[src/hdl/efvs_pkg.sv]
// Shared types and codes for the earliest-finish machine scheduler.
// No dependencies; imported by every module of the block.
`default_nettype none
package efvs_pkg;
	localparam int MAX_MACHINES_DEF  = 16;
	localparam int MAX_CORES_DEF     = 16;
	localparam int FRACTION_BITS_DEF = 16;
	localparam int MIDX_W = 6;
	localparam int NW     = 7;
	localparam logic [47:0] FIN_MAX = 48'hFFFF_FFFF_FFFF;

	typedef enum logic [1:0] {
		CMD_ADD   = 2'd0,
		CMD_SCHED = 2'd1,
		CMD_CLEAR = 2'd2,
		CMD_NONE  = 2'd3
	} cmd_t;

	typedef enum logic [1:0] {
		ST_OK    = 2'd0,
		ST_RANGE = 2'd1,
		ST_FULL  = 2'd2,
		ST_NONE  = 2'd3
	} status_t;

	typedef enum logic [2:0] {
		S_IDLE, S_MUL, S_DIV, S_CHAIN, S_DONE
	} state_t;

	typedef struct packed {
		logic [1:0]  command;
		logic [3:0]  machine_index;
		logic [15:0] core_speed;
		logic [30:0] instruction_count;
		logic [30:0] start_time;
	} in_beat_t;

	typedef struct packed {
		logic [1:0]         status;
		logic [3:0]         chosen_machine;
		logic [47:0]        finish_time;
		logic signed [47:0] response_time;
	} out_beat_t;

	typedef struct packed {
		logic add;
		logic clr;
		logic load;
		logic step;
		logic wr;
	} cell_ctrl_t;

	typedef struct packed {
		logic              found;
		logic [MIDX_W-1:0] idx;
		logic [47:0]       fin;
	} best_t;
endpackage
`default_nettype wire

[src/hdl/efvs_cell.sv]
// One machine entry: core count, speed sum, finish time and a bit-serial divider.
// Passes the running best candidate to its neighbor. Uses efvs_pkg.
`default_nettype none
module efvs_cell #(
	parameter int CELL_IDX      = 0,
	parameter int MAX_CORES     = efvs_pkg::MAX_CORES_DEF,
	parameter int FRACTION_BITS = efvs_pkg::FRACTION_BITS_DEF
) (
	input  wire                              clk,
	input  wire                              arst_n,
	input  efvs_pkg::cell_ctrl_t             ctrl,
	input  wire  [3:0]                       add_idx,
	input  wire  [15:0]                      speed,
	input  wire  [30:0]                      instr,
	input  wire  [efvs_pkg::MIDX_W-1:0]      wr_idx,
	input  wire  [47:0]                      wr_fin,
	input  wire  [efvs_pkg::NW-1:0]          n_used,
	input  efvs_pkg::best_t                  best_in,
	output efvs_pkg::best_t                  best_out,
	output logic                             full
);
	import efvs_pkg::*;

	localparam int CW = $clog2(MAX_CORES + 1);
	localparam int PW = 31 + CW;
	localparam int DW = PW + FRACTION_BITS;
	localparam int RW = DW + 21;
	localparam int SW = ((DW > 48) ? DW : 48) + 1;

	logic [CW-1:0] cores_q;
	logic [19:0]   sum_q;
	logic [47:0]   fin_q;
	logic [RW-1:0] rq_q;
	best_t         best_q;

	logic          here;
	logic [20:0]   sum_add;
	logic [PW-1:0] prod;
	logic [RW-1:0] shifted;
	logic [20:0]   hi;
	logic [RW-1:0] rq_next;
	logic [SW-1:0] tot;
	logic [47:0]   cand;
	logic          usable;
	best_t         best_d;

	assign here    = ({3'b000, add_idx} == NW'(CELL_IDX));
	assign full    = here && (cores_q >= CW'(MAX_CORES));
	assign sum_add = {1'b0, sum_q} + {5'b0, speed};
	assign prod    = PW'(instr) * PW'(cores_q);

	always_comb begin
		shifted = {rq_q[RW-2:0], 1'b0};
		hi      = shifted[RW-1:DW];
		rq_next = shifted;
		if (hi >= {1'b0, sum_q}) begin
			rq_next[RW-1:DW] = hi - {1'b0, sum_q};
			rq_next[0]       = 1'b1;
		end
	end

	always_comb begin
		tot    = SW'(rq_q[DW-1:0]) + SW'(fin_q);
		cand   = (tot > SW'(FIN_MAX)) ? FIN_MAX : tot[47:0];
		usable = (NW'(CELL_IDX) < n_used) && (cores_q != '0) && (sum_q != '0);
		best_d = best_in;
		if (usable && (!best_in.found || cand < best_in.fin)) begin
			best_d.found = 1'b1;
			best_d.idx   = MIDX_W'(CELL_IDX);
			best_d.fin   = cand;
		end
	end

	always_ff @(posedge clk or negedge arst_n) begin
		if (!arst_n) begin
			cores_q <= '0;
			sum_q   <= '0;
			fin_q   <= '0;
		end else if (ctrl.clr) begin
			cores_q <= '0;
			sum_q   <= '0;
			fin_q   <= '0;
		end else begin
			if (ctrl.add && here) begin
				cores_q <= cores_q + 1'b1;
				sum_q   <= sum_add[20] ? 20'hFFFFF : sum_add[19:0];
			end
			if (ctrl.wr && (wr_idx == MIDX_W'(CELL_IDX))) begin
				fin_q <= wr_fin;
			end
		end
	end

	always_ff @(posedge clk) begin
		if (ctrl.load) begin
			rq_q <= {21'b0, prod, {FRACTION_BITS{1'b0}}};
		end else if (ctrl.step) begin
			rq_q <= rq_next;
		end
		best_q <= best_d;
	end

	assign best_out = best_q;
endmodule
`default_nettype wire

[config.mk]
export PLATFORM = sky130hd
export DESIGN_NAME = efvs_cell
export DESIGN_NICKNAME = d
export VERILOG_FILES = /design/src/hdl/efvs_pkg.sv /design/src/hdl/efvs_cell.sv
export SDC_FILE = /design/constraint.sdc
export NUM_CORES = 1
export LEC_CHECK = 0
export BUFFER_PORTS_ARGS = -buffer_cell sky130_fd_sc_hd__buf_2
export CAP_MARGIN = 10
export CORE_ASPECT_RATIO = 0.7
export CORE_UTILIZATION = 55
export CTS_BUF_LIST = sky130_fd_sc_hd__clkbuf_8
export CTS_CLUSTER_DIAMETER = 60
export DETAILED_ROUTE_END_ITERATION = 8
export PLACE_DENSITY_LB_ADDON = 0.1
export SETUP_SLACK_MARGIN = 0.15
export SLEW_MARGIN = 10
export SYNTH_ARGS = -nofsm -noshare
export SYNTH_HDL_FRONTEND = slang
export SYNTH_SLANG_ARGS = --single-unit
[constraint.sdc]
create_clock -name clk -period 15.5 [get_ports clk]
set_input_delay 1.55 -clock clk [delete_from_list [all_inputs] [get_ports clk]]
set_output_delay 1.55 -clock clk [all_outputs]
set_load 0.01 [all_outputs]
Word-level counts from Yosys, hierarchy flattened
Cells that the tools add are included.
{"block": "word_totals", "output_inout_bits": 56, "in_bits": 174, "regBits": 200}
{"block": "op_classes", "n_reduce_logical": 15, "order_cmp": 5, "muxes": 13, "add_sub_neg": 4, "mul": 1}
{"cell": "two-way mux 48 bit", "count": 4}
{"cell": "two-way mux 52 bit", "count": 2}
{"cell": "two-way mux 20 bit", "count": 4}
{"cell": "adder 52 x 48 -> 53 bit", "count": 1}
{"cell": "> comparator 53 x 48 -> 1 bit, second input constant", "count": 1}
{"cell": "less-than comparator 48 bit", "count": 1}
{"cell": "multiplier 31 x 5 -> 36 bit", "count": 1}
{"cell": "adder 20 x 16 -> 21 bit", "count": 1}
{"cell": "greater-or-equal comparator 21 x 20 -> 1 bit", "count": 1}
{"cell": "nonzero test 20 bit", "count": 1}
{"cell": "subtractor 20 bit", "count": 1}
{"cell": "two-way mux 5 bit", "count": 2}
{"cell": "less-than comparator 1 x 7 -> 1 bit, first input constant", "count": 1}
{"cell": "logical AND 1 bit", "count": 6}
{"cell": "zero test 6 bit", "count": 1}
{"cell": "nonzero test 2 bit", "count": 3}
{"cell": "adder 5 x 1 -> 5 bit, second input constant", "count": 1}
{"cell": "greater-or-equal comparator 5 bit, second input constant", "count": 1}
{"cell": "nonzero test 5 bit", "count": 1}
{"cell": "zero test 4 bit", "count": 1}
{"cell": "zero test 1 bit", "count": 1}
{"cell": "logical OR 1 bit", "count": 1}
{"cell": "two-way mux 1 bit", "count": 1}

Depth between registers and ports, before layout
{"block": "depth", "word_depth": 7, "mapped_depth": 28, "depth_no_buf": 25}

Worst setup path after synthesis
No wires, ideal clock.
{"block": "synth_timing", "kind": "input to register", "startpoint": "in instr[6]", "endpoint": "reg rq_q[50] (data pin)", "stages": 16, "setup_slack_ns": 9.442, "path_buffers": 0, "arrival_ns": 5.802, "setup_ns": 0.256, "path_cell_list": "nand2_1 fa_1 inv_1 fa_1 fa_1 ha_1 and3_1 a221oi_1 nor3b_1 a2111oi_0 o22a_1 a221o_1 nand3_1 a21boi_0 or3_1 a31o_2"}
{"block": "synth_between", "elab_chain_cells": 2}
{"element": "start: declaration", "line_no": "efvs_cell.sv:14", "text": "input wire [30:0] instr,"}
{"element": "multiplier 31 x 5 -> 36 bit", "line_no": "efvs_cell.sv:50", "text": "assign prod = PW'(instr) * PW'(cores_q);"}
{"element": "two-way mux 52 bit", "line_no": "efvs_cell.sv:95", "text": "if (ctrl.load) begin"}
{"element": "end signal: assignment", "line_no": "efvs_cell.sv:96", "text": "rq_q <= {21'b0, prod, {FRACTION_BITS{1'b0}}};"}
{"element": "end signal: assignment", "line_no": "efvs_cell.sv:98", "text": "rq_q <= rq_next;"}
{"element": "end: declaration", "line_no": "efvs_cell.sv:33", "text": "logic [RW-1:0] rq_q;"}
No other way between the ends.
A chain may end at the register's enable or synchronous reset.

==> run metrics <==
nets@finish=2698; post-CTS resize count=0; hold path depth=2; drt wl/cell=roughly 17 um; CTS max path bufs=2; final hold viol count=0; Setup violations, final=0; Setup Fix Bufs, Post-CTS=0; GRT Util Overall=0.276; Reg2Reg Capture Point=best_out[47]; RSZ-0062 raised after global routing=no; Pleak=between 9 and 10 nW; full die area=33700 um2; global route overflow=0; routability congestion estimate=0.920; synthesized area=18100 um2; CP Capture Type=flop; crit-path max cell delay=0.74 ns; number of global-route vias before repair=14700; startpoint types=flop; CP startpoint=fin_q[5]; final WL=46600 um; DRC viols=0; Post-Route Skew=0.0292 ns; worst path required time=around 16 ns; sw power=521 uW; Worst VDD drop=just under 0.07 mV; Buffers on Ports=229; largest net degree at the start of global routing=roughly 80; clk_lat worst skew=~0.5 ns; DP HPWL=around 36000 um; post-synthesis sequential area ratio=0.261; status=completed; I/O Pins=230; root buffer cell=clkbuf_8; peak fanout along the critical path=about 50; Iter 0 DRT Violations=1250; switching share of power=0.355; CTS sink cnt=200; Levels on crit path=21; CTS tree=yes; Post-synth EDFFs=36; Critical Path Sink=best_out[47]; Reg2Reg Setup Slack=approximately 8.4 ns; Pwr Density=between 70 and 80 nW/um2; via count=approximately 16000; std cell rows=55; commonest non-fill, non-tap cell in the layout=nand2_1; CP Class=reg2reg; ANT nets after route=0; Least-Margin Pin Slew=1.23 ns; Vias per Instance=5.79; Logic pwr share=0.354; Slew Limit Fails=0; Mean Syn Cell Area=8.69 um2; drt first pass iters=6; Critical R2R Launch=fin_q[5]; Seq cells post-synth=200; syn nets=between 2000 and 3000; top_reg_cell synth=dfxtp_1; antenna cells=0; Internal=948 uW; Clk network pwr share=0.242; period utilization=0.457; Clock transition at path regs=0.11 ns; Worst Hold Class=reg2reg; asr flop ratio synth=0.365; H-tree levels=4; Max-Cap Viols=0; TritonCTS Buffers=17; CP Cell Sequence=ha_1 > and2_4 > or4_4 > o21ba_1 > a2111oi_0 > o31ai_1 > a21o_1 > a211oi_1 > o21ai_0 > xnor2_1 > nand2_1 > ha_1 > nand4_1 > nor2_1 > and2_1 > nand3_1 > nor4b_1 > o31ai_2 > a21oi_4 > buf_4 > mux2_2; initial antenna violation count=0; Hold Slack=0.507 ns; Die Span X=219 um; Buf+Inv Stages, Crit Path=1; family with the most delay on the worst path=compound AO/OA/AOI/OAI gates; fin crit period=about 7.1 ns; total core area=about 32000 um2; first-pass GRT wire length=74600 um; Worst Path Arrival=around 7.5 ns; area delta synth->final=9.83%; Sequential Power Share=0.404; Max Clock Freq=0.141 GHz; Die Height=approximately 150 um; layout cell share with drive strength beyond 1=0.153; Worst slew margin=0.180; synth warn=0; cts hold-fix bufs=0; most frequent cells in the layout=nand2_1, buf_2, ha_1; Syn Inst Count=2084; Reg2Reg Depth=21; Synth cell types=72; Slowest cell on crit path=a2111oi_0; setup_tns=0 ns; Starting Density=0.560; most frequent CP cell=ha_1
## Yosys cell counts, types with 9 or more instances
master | instances | area (um2)
a221oi_1 | 18 | 158
dfrtp_1 | 73 | 1830
inv_1 | 167 | 627
a22o_1 | 30 | 263
nor2b_1 | 19 | 119
mux2_4 | 44 | 661
and2_1 | 77 | 482
nor4_1 | 12 | 75.1
a211oi_1 | 36 | 270
o21a_1 | 16 | 120
a31oi_1 | 9 | 56.3
a21oi_1 | 167 | 836
o21ai_0 | 75 | 375
nand4_1 | 32 | 200
ha_1 | 177 | 2210
or3_1 | 9 | 56.3
nand3_1 | 38 | 190
fa_1 | 90 | 1800
nand2_1 | 304 | 1140
nor2_1 | 127 | 477
nand2b_1 | 20 | 125
o21bai_1 | 11 | 82.6
a21o_1 | 52 | 390
edfxtp_1 | 36 | 1080
nor3_1 | 28 | 140
and3_1 | 9 | 56.3
mux2i_1 | 33 | 330
xor2_1 | 40 | 350
clkbuf_1 | 76 | 285
xnor2_1 | 62 | 543
dfxtp_1 | 91 | 1820
## worst reg2reg max path, cell delays in order (launching register included)
cell and delay, ns:
dfrtp_1 0.40, ha_1 0.37, and2_4 0.19, or4_4 0.42
o21ba_1 0.23, a2111oi_0 0.74, o31ai_1 0.31, a21o_1 0.27
a211oi_1 0.45, o21ai_0 0.21, xnor2_1 0.31, nand2_1 0.17
ha_1 0.35, nand4_1 0.13, nor2_1 0.15, and2_1 0.20
nand3_1 0.14, nor4b_1 0.43, o31ai_2 0.16, a21oi_4 0.27
buf_4 0.69, mux2_2 0.42
## flip-flops by register name (all words and copies together) (netlist names)
| name | count |
|---|---|
| sum_q | 20 |
| cores_q | 5 |
| fin_q | 48 |
| best_out | 55 |
| rq_q | 72 |
## per-stage QoR
stage / utilization / setup WS, ns / power (mW) / area, um2 / cells
3_5_place_dp: 0.603 / 8.51 / 1.12 / 19500 / 2665
2_1_floorplan: - / 9.44 / 0.986 / 18100 / 2084
3_3_place_gp: 0.603 / 8.73 / 1.11 / 19500 / 2665
6_report: 0.615 / 8.41 / 1.47 / 19900 / 2697
4_1_cts: 0.615 / 8.47 / 1.47 / 19900 / 2697
5_1_grt: 0.615 / 8.00 / 1.56 / 19900 / 2697
## power groups by stage
stage	registers, mW	clock network (mW)	logic [mW]
detailed placement	0.604	0	0.514
finish	0.594	0.355	0.520
global route	0.597	0.383	0.582
global placement	0.603	0	0.503
CTS	0.593	0.363	0.517
floorplan	0.600	0	0.386
## per-layer routing
metal	share of wire	track usage	vias up
met3	0.060	0.0350	41
met1	0.51	0.426	7428
met2	0.42	0.410	544
met4	0.012	0.0532	0
li1	-	-	7593
met5	0	0	-
## logic make-up (layout without fill, tap and decap cells)
group | count (synthesis) | in the layout | share of synthesized area
mux | 81 | 81 | 0.0572
flops | 200 | 200 | 0.261
buf+inv | 256 | 442 | 0.0574
xor+xnor | 102 | 102 | 0.0493
simple gates | 695 | 695 | 0.178
compound gates | 483 | 483 | 0.176
fa+ha+maj | 267 | 267 | 0.222
## cell type report
type / count / area [um2]
fill: 2909 / 12400
inverter: 167 / 627
tap: 427 / 534
multi-input combinational: 1628 / 12400
clock buffer: 17 / 234
sequential: 200 / 4730
timing repair buffer: 243 / 1250
clock inverter: 15 / 166
## worst min path at each step
stage,startpoint,endpoint,slack (ns)
after floorplan,rq_q[0],rq_q[0],0.47
after CTS,rq_q[63],rq_q[63],0.51
after global placement,rq_q[55],rq_q[55],0.49
after detailed placement,rq_q[63],rq_q[63],0.50
after global routing,rq_q[63],rq_q[63],0.54
final,rq_q[63],rq_q[63],0.51
Note: power is estimated with default switching activity, not from simulation.
